[config.mk]
export PLATFORM = sky130hd
export DESIGN_NAME = ring_frame_allocator_evict_oldest_flat
export DESIGN_NICKNAME = d
export VERILOG_FILES = /design/src/rtl/rfa_pkg.sv /design/src/rtl/rfa_if.sv /design/src/rtl/ring_frame_allocator_evict_oldest.sv /design/src/rtl/rfa_addcmp.sv /design/src/rtl/rfa_desc_ram.sv /design/src/rtl/rfa_seq.sv /design/src/flat_wrapper.sv
export VERILOG_INCLUDE_DIRS = /design/src /design/src/rtl
export SDC_FILE = /design/constraint.sdc
export NUM_CORES = 2
export LEC_CHECK = 0
export BUFFER_PORTS_ARGS = -buffer_cell sky130_fd_sc_hd__buf_2
export CELL_PAD_IN_SITES_DETAIL_PLACEMENT = 0
export CELL_PAD_IN_SITES_GLOBAL_PLACEMENT = 2
export CORE_MARGIN = 2
export CORE_UTILIZATION = 44
export DETAILED_ROUTE_END_ITERATION = 7
export PLACE_DENSITY = 0.91
export SETUP_SLACK_MARGIN = 0.1
export SKIP_LAST_GASP = 1
export SYNTH_ARGS = -nofsm -noshare
export SYNTH_HDL_FRONTEND = slang
export SYNTH_SLANG_ARGS = --single-unit
[constraint.sdc]
create_clock -name clk -period 10 [get_ports clk]
set_clock_uncertainty 0.1 [all_clocks]
set_input_delay 2 -clock clk [delete_from_list [all_inputs] [get_ports clk]]
set_output_delay 2 -clock clk [all_outputs]
set_load 0.05 [all_outputs]
[src/rtl/ring_frame_allocator_evict_oldest_defines.svh]
// ----------------------------------------------------------------------------
// Frame allocator assertion macros
// Concurrent check macros shared by the allocator RTL; empty under synthesis.
// ----------------------------------------------------------------------------
`ifndef RING_FRAME_ALLOCATOR_EVICT_OLDEST_DEFINES_SVH
`define RING_FRAME_ALLOCATOR_EVICT_OLDEST_DEFINES_SVH

`ifndef SYNTHESIS

// ante holds -> cons holds in the same cycle
`define RFA_ASSERT_IMPLY(lbl, clk, rstn, ante, cons) \
	lbl: assert property (@(posedge clk) disable iff (!rstn) (ante) |-> (cons)) \
		else $error("%m: implication check failed");

// ante holds -> cons holds in the next cycle
`define RFA_ASSERT_NEXT(lbl, clk, rstn, ante, cons) \
	lbl: assert property (@(posedge clk) disable iff (!rstn) (ante) |=> (cons)) \
		else $error("%m: next-cycle check failed");

// expr holds at every edge out of reset
`define RFA_ASSERT_ALWAYS(lbl, clk, rstn, expr) \
	lbl: assert property (@(posedge clk) disable iff (!rstn) (expr)) \
		else $error("%m: invariant check failed");

`else

`define RFA_ASSERT_IMPLY(lbl, clk, rstn, ante, cons)
`define RFA_ASSERT_NEXT(lbl, clk, rstn, ante, cons)
`define RFA_ASSERT_ALWAYS(lbl, clk, rstn, expr)

`endif

`endif

[src/rtl/rfa_pkg.sv]
// ----------------------------------------------------------------------------
// Frame allocator package
// Constants, field widths, result codes and shared types.
// ----------------------------------------------------------------------------
package rfa_pkg;

	localparam int ALIGN_BYTES  = 16;
	localparam int HEADER_BYTES = 40;
	localparam int MAX_FRAMES   = 32;
	localparam int ADDR_BITS    = 20;

	localparam int ALIGN_LOG2 = $clog2(ALIGN_BYTES);

	localparam int OFF_W  = 20;
	localparam int SIZE_W = 21;
	localparam int SEQ_W  = 64;
	// wide enough for aligned tail end plus a full frame size
	localparam int CALC_W = 23;

	localparam int CFG_IDX_W  = 1;
	localparam int CFG_DATA_W = 21;

	localparam logic [CFG_IDX_W-1:0] REG_ARENA_SIZE      = 1'b0;
	localparam logic [CFG_IDX_W-1:0] REG_WORKSPACE_START = 1'b1;

	localparam logic [SIZE_W-1:0] ARENA_RESET = 21'd65536;
	localparam logic [OFF_W-1:0]  WS_RESET    = 20'd256;
	localparam logic [SIZE_W-1:0] ARENA_CAP   = SIZE_W'(1) << ADDR_BITS;

	typedef enum logic [1:0] {
		KIND_EVICT    = 2'd0,
		KIND_ALLOC    = 2'd1,
		KIND_OVERFLOW = 2'd2
	} kind_t;

	typedef struct packed {
		logic [OFF_W-1:0]  off;
		logic [SIZE_W-1:0] size;
	} desc_t;

	typedef struct packed {
		logic             valid;
		kind_t            kind;
		logic [OFF_W-1:0] off;
		logic [SEQ_W-1:0] seq;
		logic             last;
	} emit_t;

	function automatic logic [CALC_W-1:0] align_down(input logic [CALC_W-1:0] x);
		return (x >> ALIGN_LOG2) << ALIGN_LOG2;
	endfunction

endpackage

[src/rtl/rfa_if.sv]
// ----------------------------------------------------------------------------
// Frame allocator channel interfaces
// Request, result and configuration write channels with valid/ready.
// ----------------------------------------------------------------------------
interface rfa_req_if;
	logic                       valid;
	logic                       ready;
	logic [rfa_pkg::SIZE_W-1:0] payload_size;

	modport source (output valid, output payload_size, input ready);
	modport sink   (input valid, input payload_size, output ready);
endinterface

interface rfa_rsp_if;
	logic                      valid;
	logic                      ready;
	logic [1:0]                kind;
	logic [rfa_pkg::OFF_W-1:0] frame_offset;
	logic [rfa_pkg::SEQ_W-1:0] frame_seq;
	logic                      last;

	modport source (output valid, output kind, output frame_offset, output frame_seq,
		output last, input ready);
	modport sink   (input valid, input kind, input frame_offset, input frame_seq,
		input last, output ready);
endinterface

interface rfa_cfg_if;
	logic                           valid;
	logic                           ready;
	logic [rfa_pkg::CFG_IDX_W-1:0]  index;
	logic [rfa_pkg::CFG_DATA_W-1:0] data;

	modport source (output valid, output index, output data, input ready);
	modport sink   (input valid, input index, input data, output ready);
endinterface

[src/rtl/ring_frame_allocator_evict_oldest.sv]
// ----------------------------------------------------------------------------
// Ring frame allocator, evict oldest
// Places header-plus-payload frames in a byte arena used as a ring and
// reports evicted, allocated or overflowed frames.
// ----------------------------------------------------------------------------
// Each request takes one word and yields one or more result words, the last
// flagged. With an empty store a request runs S_FIT2 and S_APPEND; otherwise
// S_TAIL reads the tail, S_FIT or, after a wrap, S_FIT2 checks the fit, and
// S_OV1 and S_OV2 check the head frame before S_APPEND. An overflow ends in
// S_FIT2, and result stalls hold the request. All address arithmetic runs
// through one shared adder/comparator under a small sequencer, and the head
// and tail descriptors come from a RAM with a registered read port, so each
// evicted frame adds a pass through S_HEAD, S_OV1 and S_OV2, except the one
// that empties the store, which adds none. The result register lets the
// next request be taken while a final result waits. The descriptor RAM needs
// no clearing after reset. Configuration writes are always ready and must
// only be issued while no request is in progress.
`include "ring_frame_allocator_evict_oldest_defines.svh"

module ring_frame_allocator_evict_oldest #(
	parameter int MAX_FRAMES = rfa_pkg::MAX_FRAMES
) (
	input  logic         clk,
	input  logic         arst_n,
	rfa_req_if.sink      req,
	rfa_rsp_if.source    rsp,
	rfa_cfg_if.sink      cfg
);

	localparam int CNT_W = $clog2(MAX_FRAMES + 1);

	logic [rfa_pkg::SIZE_W-1:0] arena_q;
	logic [rfa_pkg::OFF_W-1:0]  ws_q;
	logic                       out_valid_q;
	logic [1:0]                 out_kind_q;
	logic [rfa_pkg::OFF_W-1:0]  out_off_q;
	logic [rfa_pkg::SEQ_W-1:0]  out_seq_q;
	logic                       out_last_q;

	rfa_pkg::emit_t             emit;
	logic                       seq_idle;
	logic [CNT_W-1:0]           seq_count;
	logic                       out_free;
	logic                       start;

	assign cfg.ready = 1'b1;

	always_ff @(posedge clk or negedge arst_n) begin
		if (!arst_n) begin
			arena_q <= rfa_pkg::ARENA_RESET;
			ws_q    <= rfa_pkg::WS_RESET;
		end else if (cfg.valid) begin
			unique case (cfg.index)
				rfa_pkg::REG_ARENA_SIZE:      arena_q <= cfg.data;
				rfa_pkg::REG_WORKSPACE_START: ws_q    <= cfg.data[rfa_pkg::OFF_W-1:0];
				default: begin
				end
			endcase
		end
	end

	assign req.ready = seq_idle;
	assign start     = req.valid && seq_idle;
	assign out_free  = !out_valid_q || rsp.ready;

	rfa_seq #(
		.MAX_FRAMES (MAX_FRAMES)
	) u_seq (
		.clk        (clk),
		.arst_n     (arst_n),
		.start      (start),
		.psize      (req.payload_size),
		.arena_size (arena_q),
		.ws         (ws_q),
		.out_free   (out_free),
		.emit       (emit),
		.idle       (seq_idle),
		.count      (seq_count)
	);

	// result register
	always_ff @(posedge clk or negedge arst_n) begin
		if (!arst_n) begin
			out_valid_q <= 1'b0;
		end else if (emit.valid) begin
			out_valid_q <= 1'b1;
		end else if (rsp.ready) begin
			out_valid_q <= 1'b0;
		end
	end

	always_ff @(posedge clk) begin
		if (emit.valid) begin
			out_kind_q <= emit.kind;
			out_off_q  <= emit.off;
			out_seq_q  <= emit.seq;
			out_last_q <= emit.last;
		end
	end

	assign rsp.valid        = out_valid_q;
	assign rsp.kind         = out_kind_q;
	assign rsp.frame_offset = out_off_q;
	assign rsp.frame_seq    = out_seq_q;
	assign rsp.last         = out_last_q;

	`RFA_ASSERT_NEXT(a_busy_after_accept, clk, arst_n, req.valid && req.ready, !req.ready)
	`RFA_ASSERT_ALWAYS(a_count_bound, clk, arst_n, seq_count <= CNT_W'(MAX_FRAMES))
	`RFA_ASSERT_IMPLY(a_alloc_nonempty, clk, arst_n, rsp.valid && rsp.ready && rsp.kind == rfa_pkg::KIND_ALLOC, seq_count != '0)
	`RFA_ASSERT_IMPLY(a_evict_not_last, clk, arst_n, rsp.valid && rsp.kind == rfa_pkg::KIND_EVICT, !rsp.last)

endmodule

[src/rtl/rfa_addcmp.sv]
// ----------------------------------------------------------------------------
// Frame allocator shared add/compare unit
// One adder with a magnitude compare of the sum against a third operand.
// ----------------------------------------------------------------------------
module rfa_addcmp (
	input  logic [rfa_pkg::CALC_W-1:0] a,
	input  logic [rfa_pkg::CALC_W-1:0] b,
	input  logic [rfa_pkg::CALC_W-1:0] c,
	output logic [rfa_pkg::CALC_W-1:0] y,
	output logic                       lt,
	output logic                       gt
);

	always_comb begin
		y  = a + b;
		lt = (y < c);
		gt = (y > c);
	end

endmodule

[src/rtl/rfa_desc_ram.sv]
// ----------------------------------------------------------------------------
// Frame allocator descriptor RAM
// One write port, one registered read port; contents undefined until written.
// ----------------------------------------------------------------------------
module rfa_desc_ram #(
	parameter int DEPTH = rfa_pkg::MAX_FRAMES
) (
	input  logic                     clk,
	input  logic                     we,
	input  logic [$clog2(DEPTH)-1:0] waddr,
	input  rfa_pkg::desc_t           wdata,
	input  logic [$clog2(DEPTH)-1:0] raddr,
	output rfa_pkg::desc_t           rdata_q
);

	rfa_pkg::desc_t mem [DEPTH];

	always_ff @(posedge clk) begin
		if (we) begin
			mem[waddr] <= wdata;
		end
		rdata_q <= mem[raddr];
	end

endmodule

[src/rtl/rfa_seq.sv]
// ----------------------------------------------------------------------------
// Frame allocator sequencer
// Walks one request through placement, fit checks and eviction using the
// shared add/compare unit and the descriptor RAM.
// ----------------------------------------------------------------------------
module rfa_seq #(
	parameter int MAX_FRAMES = rfa_pkg::MAX_FRAMES
) (
	input  logic                                 clk,
	input  logic                                 arst_n,
	input  logic                                 start,
	input  logic [rfa_pkg::SIZE_W-1:0]           psize,
	input  logic [rfa_pkg::SIZE_W-1:0]           arena_size,
	input  logic [rfa_pkg::OFF_W-1:0]            ws,
	input  logic                                 out_free,
	output rfa_pkg::emit_t                       emit,
	output logic                                 idle,
	output logic [$clog2(MAX_FRAMES+1)-1:0]      count
);

	localparam int PTR_W = $clog2(MAX_FRAMES);
	localparam int CNT_W = $clog2(MAX_FRAMES + 1);
	localparam int SUM_W = CNT_W + 1;
	localparam int CW    = rfa_pkg::CALC_W;

	typedef enum logic [7:0] {
		S_IDLE   = 8'b0000_0001,
		S_TAIL   = 8'b0000_0010,
		S_FIT    = 8'b0000_0100,
		S_FIT2   = 8'b0000_1000,
		S_OV1    = 8'b0001_0000,
		S_OV2    = 8'b0010_0000,
		S_HEAD   = 8'b0100_0000,
		S_APPEND = 8'b1000_0000
	} state_t;

	state_t                      state_q;
	logic [rfa_pkg::SIZE_W-1:0]  psize_q;
	logic [CW-1:0]               fsz_q;
	logic [CW-1:0]               off_q;
	logic                        ov1_q;
	logic [PTR_W-1:0]            rptr_q;
	logic [CNT_W-1:0]            count_q;
	logic [rfa_pkg::OFF_W-1:0]   head_q;
	logic [rfa_pkg::OFF_W-1:0]   tail_q;
	logic [rfa_pkg::SEQ_W-1:0]   oldest_q;
	logic [rfa_pkg::SEQ_W-1:0]   newest_q;

	logic [SUM_W-1:0]            tsum;
	logic [SUM_W-1:0]            wsum;
	logic [PTR_W-1:0]            tidx;
	logic [PTR_W-1:0]            widx;
	logic [PTR_W-1:0]            rptr_inc;
	logic [rfa_pkg::SIZE_W-1:0]  lim;
	logic [CW-1:0]               ua, ub, uc, uy;
	logic                        ult, ugt;
	logic                        full;
	logic                        evict;
	logic [rfa_pkg::SEQ_W-1:0]   next_seq;
	rfa_pkg::desc_t              rd_desc;
	rfa_pkg::desc_t              wr_desc;
	logic                        we;
	logic [PTR_W-1:0]            raddr;

	// ring positions of the newest entry and of the next free entry
	always_comb begin
		tsum = SUM_W'(rptr_q) + SUM_W'(count_q) - SUM_W'(1);
		if (tsum >= SUM_W'(MAX_FRAMES)) begin
			tsum = tsum - SUM_W'(MAX_FRAMES);
		end
		wsum = SUM_W'(rptr_q) + SUM_W'(count_q);
		if (wsum >= SUM_W'(MAX_FRAMES)) begin
			wsum = wsum - SUM_W'(MAX_FRAMES);
		end
		tidx = tsum[PTR_W-1:0];
		widx = wsum[PTR_W-1:0];
		if (SUM_W'(rptr_q) == SUM_W'(MAX_FRAMES - 1)) begin
			rptr_inc = '0;
		end else begin
			rptr_inc = rptr_q + PTR_W'(1);
		end
	end

	assign lim      = (arena_size > rfa_pkg::ARENA_CAP) ? rfa_pkg::ARENA_CAP : arena_size;
	assign full     = (count_q == CNT_W'(MAX_FRAMES));
	assign next_seq = newest_q + rfa_pkg::SEQ_W'(1);

	// operand selection for the shared unit
	always_comb begin
		ua = '0;
		ub = '0;
		uc = '0;
		unique case (state_q) inside
			S_TAIL: begin
				ua = CW'(tail_q);
				ub = CW'(rfa_pkg::HEADER_BYTES + rfa_pkg::ALIGN_BYTES - 1) + CW'(rd_desc.size);
			end
			S_FIT, S_FIT2: begin
				ua = off_q;
				ub = fsz_q;
				uc = CW'(lim);
			end
			S_OV1: begin
				ua = CW'(rd_desc.off);
				ub = CW'(rfa_pkg::HEADER_BYTES) + CW'(rd_desc.size);
				uc = off_q;
			end
			S_OV2: begin
				ua = off_q;
				ub = fsz_q;
				uc = CW'(head_q);
			end
			default: begin
			end
		endcase
	end

	rfa_addcmp u_addcmp (
		.a  (ua),
		.b  (ub),
		.c  (uc),
		.y  (uy),
		.lt (ult),
		.gt (ugt)
	);

	// head frame overlaps the new slot, or the store has no free entry
	assign evict = (ov1_q && ugt) || full;

	assign raddr   = (state_q == S_IDLE) ? tidx : rptr_q;
	assign we      = (state_q == S_APPEND) && out_free;
	assign wr_desc = '{off: off_q[rfa_pkg::OFF_W-1:0], size: psize_q};

	rfa_desc_ram #(
		.DEPTH (MAX_FRAMES)
	) u_desc_ram (
		.clk     (clk),
		.we      (we),
		.waddr   (widx),
		.wdata   (wr_desc),
		.raddr   (raddr),
		.rdata_q (rd_desc)
	);

	always_comb begin
		emit = '0;
		emit.kind = rfa_pkg::KIND_EVICT;
		unique case (state_q)
			S_FIT2: begin
				if (!ult && out_free) begin
					emit.valid = 1'b1;
					emit.kind  = rfa_pkg::KIND_OVERFLOW;
					emit.last  = 1'b1;
				end
			end
			S_OV2: begin
				if (evict && out_free) begin
					emit.valid = 1'b1;
					emit.kind  = rfa_pkg::KIND_EVICT;
					emit.off   = head_q;
					emit.seq   = oldest_q;
				end
			end
			S_APPEND: begin
				if (out_free) begin
					emit.valid = 1'b1;
					emit.kind  = rfa_pkg::KIND_ALLOC;
					emit.off   = off_q[rfa_pkg::OFF_W-1:0];
					emit.seq   = next_seq;
					emit.last  = 1'b1;
				end
			end
			default: begin
			end
		endcase
	end

	always_ff @(posedge clk or negedge arst_n) begin
		if (!arst_n) begin
			state_q  <= S_IDLE;
			ov1_q    <= 1'b0;
			rptr_q   <= '0;
			count_q  <= '0;
			head_q   <= '0;
			tail_q   <= '0;
			oldest_q <= '0;
			newest_q <= '0;
		end else begin
			unique case (state_q)
				S_IDLE: begin
					if (start) begin
						state_q <= (count_q == '0) ? S_FIT2 : S_TAIL;
					end
				end
				S_TAIL: begin
					state_q <= S_FIT;
				end
				S_FIT: begin
					state_q <= ult ? S_OV1 : S_FIT2;
				end
				S_FIT2: begin
					if (ult) begin
						state_q <= (count_q == '0) ? S_APPEND : S_OV1;
					end else if (out_free) begin
						state_q <= S_IDLE;
					end
				end
				S_OV1: begin
					ov1_q   <= ugt;
					head_q  <= rd_desc.off;
					state_q <= S_OV2;
				end
				S_OV2: begin
					if (!evict) begin
						state_q <= S_APPEND;
					end else if (out_free) begin
						rptr_q   <= rptr_inc;
						count_q  <= count_q - CNT_W'(1);
						oldest_q <= oldest_q + rfa_pkg::SEQ_W'(1);
						if (count_q == CNT_W'(1)) begin
							head_q  <= '0;
							tail_q  <= '0;
							state_q <= S_APPEND;
						end else begin
							state_q <= S_HEAD;
						end
					end
				end
				S_HEAD: begin
					// RAM read of the new head lands next cycle
					state_q <= S_OV1;
				end
				S_APPEND: begin
					if (out_free) begin
						newest_q <= next_seq;
						if (count_q == '0) begin
							oldest_q <= next_seq;
							head_q   <= off_q[rfa_pkg::OFF_W-1:0];
						end
						count_q <= count_q + CNT_W'(1);
						tail_q  <= off_q[rfa_pkg::OFF_W-1:0];
						state_q <= S_IDLE;
					end
				end
				default: begin
					state_q <= S_IDLE;
				end
			endcase
		end
	end

	// request word and placement candidate
	always_ff @(posedge clk) begin
		if (state_q == S_IDLE && start) begin
			psize_q <= psize;
			fsz_q   <= CW'(rfa_pkg::HEADER_BYTES) + CW'(psize);
			off_q   <= CW'(ws);
		end else if (state_q == S_TAIL) begin
			off_q <= rfa_pkg::align_down(uy);
		end else if (state_q == S_FIT && !ult) begin
			off_q <= CW'(ws);
		end
	end

	assign idle  = (state_q == S_IDLE);
	assign count = count_q;

endmodule
[src/flat_wrapper.sv]
// flat-port wrapper written by rule: the top's interface ports become plain ports
module ring_frame_allocator_evict_oldest_flat 
#(
	parameter int MAX_FRAMES = rfa_pkg::MAX_FRAMES
)
  (clk, arst_n, req_valid, req_payload_size, req_ready, rsp_valid, rsp_kind, rsp_frame_offset, rsp_frame_seq, rsp_last, rsp_ready, cfg_valid, cfg_index, cfg_data, cfg_ready);
  rfa_req_if req_i ();
  rfa_rsp_if rsp_i ();
  rfa_cfg_if cfg_i ();
  input  logic clk;
  input  logic arst_n;
  input wire logic [$bits(req_i.valid)-1:0] req_valid;
  input wire logic [$bits(req_i.payload_size)-1:0] req_payload_size;
  output wire logic [$bits(req_i.ready)-1:0] req_ready;
  output wire logic [$bits(rsp_i.valid)-1:0] rsp_valid;
  output wire logic [$bits(rsp_i.kind)-1:0] rsp_kind;
  output wire logic [$bits(rsp_i.frame_offset)-1:0] rsp_frame_offset;
  output wire logic [$bits(rsp_i.frame_seq)-1:0] rsp_frame_seq;
  output wire logic [$bits(rsp_i.last)-1:0] rsp_last;
  input wire logic [$bits(rsp_i.ready)-1:0] rsp_ready;
  input wire logic [$bits(cfg_i.valid)-1:0] cfg_valid;
  input wire logic [$bits(cfg_i.index)-1:0] cfg_index;
  input wire logic [$bits(cfg_i.data)-1:0] cfg_data;
  output wire logic [$bits(cfg_i.ready)-1:0] cfg_ready;
  assign req_i.valid = req_valid;
  assign req_i.payload_size = req_payload_size;
  assign req_ready = req_i.ready;
  assign rsp_valid = rsp_i.valid;
  assign rsp_kind = rsp_i.kind;
  assign rsp_frame_offset = rsp_i.frame_offset;
  assign rsp_frame_seq = rsp_i.frame_seq;
  assign rsp_last = rsp_i.last;
  assign rsp_i.ready = rsp_ready;
  assign cfg_i.valid = cfg_valid;
  assign cfg_i.index = cfg_index;
  assign cfg_i.data = cfg_data;
  assign cfg_ready = cfg_i.ready;
  ring_frame_allocator_evict_oldest #(.MAX_FRAMES(MAX_FRAMES)) u_core (.clk(clk), .arst_n(arst_n), .req(req_i), .rsp(rsp_i), .cfg(cfg_i));
endmodule
* Yosys cells after proc, flatten, opt, wreduce, memory -nomap -nowiden *
Memories as Yosys holds them, arrays and structs flattened. A register that Yosys moved wholly into a read port is not among the register bits.
Cells that the tools add are included.

cells by class
  mux-type cells = 49
  equality and inequality tests = 18
  reduce and logical (&&, ||, !) cells = 28
  add/subtract/negate cells = 13
  bitwise operators = 1
  $lt $le $gt $ge = 5

operator list
  kind                                                                                  number
  64-bit 2-to-1 mux                                                                     4
  23-bit one-hot mux with 3 select lines                                                3
  84-bit one-hot mux with 2 select lines                                                1
  20-bit 2-to-1 mux                                                                     7
  64-bit by 1-bit adder with 64-bit output (second input constant)                      2
  64-bit one-hot mux with 2 select lines                                                1
  88-bit 2-to-1 mux                                                                     1
  87-bit 2-to-1 mux                                                                     1
  6-bit by 21-bit adder with 22-bit output (first input constant)                       3
  8-bit one-hot mux with 8 select lines                                                 1
  20-bit one-hot mux with 3 select lines                                                1
  8-bit 2-to-1 mux                                                                      7
  23-bit 2-to-1 mux                                                                     2
  20-bit one-hot mux with 2 select lines                                                1
  5-bit 2-to-1 mux                                                                      5
  23-bit adder                                                                          1
  23-bit greater-than comparator                                                        1
  23-bit < comparator                                                                   1
  21-bit greater-than comparator (second input constant)                                1
  21-bit 2-to-1 mux                                                                     1
  6-bit 2-to-1 mux                                                                      3
  7-bit by 6-bit greater-or-equal comparator with 1-bit output (second input constant)  2
  6-bit one-hot mux with 2 select lines                                                 1
  5-bit AND reduction                                                                   2
  other kinds (38)                                                                      61

word-level totals
  input bits = 48
  flip-flop bits (word level) = 384
  output and inout bits = 90
  word-level logic and storage cells = 134
  RAM bits = 1312
  memories kept = 1

memories
  memory                       words  width  read ports  clocked after memory_dff  write ports  RTL line            text
  u_core.u_seq.u_desc_ram.mem  32     41     1           1                         1            rfa_desc_ram.sv:16  rfa_pkg::desc_t mem [DEPTH];

* Logic depth before layout (Yosys ltp) *
  depth after elaboration = 11
  mapped depth = 28
  depth with buffers taken out = 26

* Modules after synthesis *
From an unflattened synthesis, not the netlist that was laid out.

unflattened totals
  cell total of the unflattened synthesis = 5242
  area total of the unflattened synthesis = 74466.4 um^2

modules (own cells, without submodules)
  module                             instances  sequential area each (um^2)  area each (um^2)  cells an instance
  rfa_desc_ram                       1          40218.6                      51799.7           2883
  rfa_seq                            1          6567.5                       16607.2           1942
  ring_frame_allocator_evict_oldest  1          3666.0                       4301.6            181
  rfa_addcmp                         1          0.0                          1757.9            236

* Worst setup path after synthesis *
OpenSTA, ideal clock, no wires.

  path kind = reg-to-reg
  from = register u_core.u_seq.state_q[5]
  to = register u_core.out_off_q, in the netlist u_core.rsp.frame_offset[0] (enable)
  setup slack = 2088 ps
  stages on the path, launching flop included = 24
  clock period less this slack = 7912 ps
  data required time = 9056 ps
  buffers on the path = 3
  data arrival time = 6969 ps
  setup time = 844 ps
  cells stage by stage = dfrtp_1 > nor4_1 > o211ai_1 > nand2_1 > clkbuf_1 > a22oi_1 > o21ai_0 > ha_1 > a2111o_1 > a21oi_1 > o21ai_0 > and2_1 > a41oi_1 > a211oi_1 > a311oi_1 > ha_1 > nand3_1 > nor4_1 > a221o_1 > o311a_1 > o21ai_1 > buf_2 > buf_2 > nand2_1

RTL lines
  element                   RTL line                                 text
  start: declaration        rfa_seq.sv:37                            state_t state_q;
  start signal: assignment  rfa_seq.sv:192                           state_q <= (count_q == '0) ? S_FIT2 : S_TAIL;
  start signal: assignment  rfa_seq.sv:199                           state_q <= ult ? S_OV1 : S_FIT2;
  start signal: assignment  rfa_seq.sv:203                           state_q <= (count_q == '0) ? S_APPEND : S_OV1;
  end signal: assignment    ring_frame_allocator_evict_oldest.sv:95  out_off_q <= emit.off;
  end: declaration          ring_frame_allocator_evict_oldest.sv:36  logic [rfa_pkg::OFF_W-1:0] out_off_q;

==> flow_summary.yaml <==
global_route:
  grt_overflow: 0
  grt_pass1_vias: 46400
  grt_antenna_before_repair: 9
  grt_max_degree: 143
  grt_pass1_wl_mm: 309
  grt_usage_pct: 24.6
layout:
  layout_common_cells: "1459 x edfxtp_1, 1371 x nand2_1, 493 x nand3_1, 227 x dfrtp_1, 174 x clkbuf_16"
  final_util_pct: 49.8
  regArea_um2: 50500
  final_common_cell: "edfxtp_1"
  drive_above_1_share_pct: 11.1
  finalNetCount: 5987
  fillers: 14100
  multi_input_area_um2: 21400
  syn2layout_area_growth_pct: 12.4
  fin_cells: 8212
critical_path:
  arrival_ns: 8.90
  cp.required_ns: 10.34
  endpoint_kind: "register"
  critical_path_class: "register to register"
  critPathLaunchType: "register"
  crit_path_max_fanout: 57
cts:
  clkTransAtPathRegs_ns: 0.06
  cts_resized: 0
  tritoncts: "yes"
  cts_buffer_depth: 3
  postCtsHoldBufs: 0
  clk_latency_ns: 0.83
  post_cts_buffers: 0
  cts.sinks: 1733
  cts_root_buffer: "clkbuf_16"
  htreeDepth: 4
  cts_made_buffers: 174
yosys:
  avgSynthCellArea_um2: 12.6
  synthTopCellsByArea: "edfxtp_1 60%, dfrtp_1 7.8%, nand2_1 7.0%"
  synth_edf_count: 1459
  ys_types: 90
  yosysTopAreaCellShare_pct: 59.8
  syn_area_um2: 73200
  ys.warnings.count: 0
  ys_seq_area_share_pct: 68.9
  yosys.area.top_type: "edfxtp_1"
  synth_flop_cell: "edfxtp_1"
  synth_fp_nets: 5907
  ys_ff_latch: 1733
  syn_inst: 5791
  async_reset_ff_share_pct: 13.3
power:
  p_switching_uw: 11000
  p_leak_uw: 0.0289
  clock_power_share_pct: 24.5
  irDropWorstVdd_v: 0.000479
  power.share.sequential_pct: 35.3
  p_sw_share_pct: 41.6
  cellPowerDensity_nw_per_um2: 322
  power.internal_uw: 15500
  pwr-share-comb_pct: 40.1
floorplan:
  dieHeight_um: 412
  fp-row-count: 149
  core_area_um2: 165000
  initial_core_util_pct: 44.3
  dieArea_um2: 170000
  ios: 138
  die_w_um: 412
sta:
  setup_viol: 0
  fin_crit_ns: 8.56
  maxSlewViolCount: 0
  final-hold-violation-count: 0
  worst_pin_slew_ns: 1.34
  fin_crit_sh_pct: 85.6
  setup_tns_ns: 0
  fmax_mhz: 117
  slew-limit-headroom_pct: 10.6
  rsz0062_at_grt: "no"
route:
  routed-via-count: 49000
  routed_via_density: 5.97
  drt_wl_total_mm: 213
  wl_per_cell_um: 25.9
  drt_iter0_drc: 6581
  firstDrtPassIters: 7
  drc: 0
  drtAntennaViolNets: 0
min_path:
  hold_path_class: "register to register"
place:
  port_buffers: 136
  dp_hpwl_mm: 118
  dp_cells: 7884
  gp_congestion: 0.904
run_status:
  status: "finished, final reports clean"
flow_run:
  drv_cap: 0
## per-stage QoR
step	cell area [um^2]	hold slack (ns)	power (uW)	worst slack, ns
2_1_floorplan	73200	0.356	16400	2.09
3_3_place_gp	76600	0.379	19900	1.79
3_5_place_dp	76600	0.385	20000	1.58
4_1_cts	82300	0.402	26500	1.54
5_1_grt	82300	0.412	27600	0.639
6_report	82300	0.401	26500	1.44
## final timing paths
path                                          from                           to  slack [ns]  depth (start not counted)
max                        u_core.u_seq.state_q[5]  u_core.rsp.frame_offset[17]        1.44                         25
min                         u_core.u_seq.tail_q[7]       u_core.u_seq.tail_q[7]        0.40                          1
max reg2reg                u_core.u_seq.state_q[5]  u_core.rsp.frame_offset[17]        1.44                         25
min reg2reg                 u_core.u_seq.tail_q[7]       u_core.u_seq.tail_q[7]        0.40                          1
max in group asynchronous                   arst_n            u_core.arena_q[1]        7.11                          2
min in group asynchronous                   arst_n    u_core.u_seq.newest_q[32]        1.15                          1
## synth_stat cells (40+ instances only)
library cell     n
edfxtp_1      1459
nand2_1       1375
nand3_1        494
dfrtp_1        227
nor2_1         206
clkbuf_1       205
a31oi_1        137
mux2i_1        128
a32oi_1        127
o21ai_0        121
a21oi_1        111
xnor2_1        108
buf_2          104
nand4_1         84
xor2_1          74
ha_1            66
inv_1           55
a22o_1          49
mux2_2          46
dfxtp_1         44
a2111oi_2       41
a22oi_1         41
a222oi_1        40
## worst max-delay path, cell delays in order, from the launching register on
cell and delay (ns):
dfrtp_1 0.43, nor4_1 0.85, o211ai_1 0.36, nand2_2 0.80
a222oi_1 0.27, inv_1 0.11, ha_1 0.18, fa_1 0.21
a21oi_1 0.09, o21ai_0 0.31, a21oi_1 0.14, o21ai_0 0.28
and2_1 0.24, a41oi_1 0.23, a211oi_1 0.26, a311oi_1 0.09
ha_1 0.33, nand3_1 0.11, nor4_1 0.42, nand4_1 0.21
a21oi_1 0.29, or3_1 0.31, nand2_1 0.11, a21o_1 0.26
nand2_4 0.64, buf_4 0.53
## state kept, by name, indices dropped and copies added (netlist names), 20 cells and up
signal and count:
u_core.u_seq.head_q 20, u_core.u_seq.u_desc_ram.mem 1312, u_core.u_seq.tail_q 20, u_core.u_seq.u_desc_ram.rdata_q 41
u_core.ws_q 20, u_core.u_seq.off_q 23, u_core.rsp.frame_seq 64, u_core.arena_q 21
u_core.rsp.frame_offset 20, u_core.u_seq.newest_q 64, u_core.u_seq.oldest_q 64, u_core.u_seq.psize_q 21
## layout make-up
cell class / instances / area share [%]
multi-input cells: 3651 / 26.0
clock buffers: 233 / 5.68
clock inverters: 91 / 1.29
flip-flops and latches: 1733 / 61.3
well taps: 2189 / 3.33
diodes: 4 / 0.0122
inverters: 56 / 0.255
repair buffers: 255 / 2.09
## cells by family after synthesis
group	synth area share, %
simple gates	14.3
flops	68.9
compound gates	8.56
buf+inv	2.42
xor+xnor	2.18
mux	2.46
fa+ha+maj	1.18
other cells	0.00512
## per-layer routing
layer	global-route usage [%]	part of all wire, %	vias to the layer above
met2	39.3	47	2344
met1	34.2	41	24500
met3	3.86	8.9	398
met4	8.59	3.4	6
li1	-	-	21800
met5	0	0.020	-
## power groups by stage
| stage | registers (uW) | clock network [uW] | logic [uW] |
|---|---|---|---|
| after floorplan | 9540 | 0 | 6880 |
| after global placement | 9480 | 0 | 10400 |
| after detailed placement | 9490 | 0 | 10500 |
| after CTS | 9340 | 6580 | 10600 |
| after global routing | 9400 | 6860 | 11400 |
| final | 9360 | 6500 | 10600 |
No activity file was read; power rests on OpenSTA's default activity.
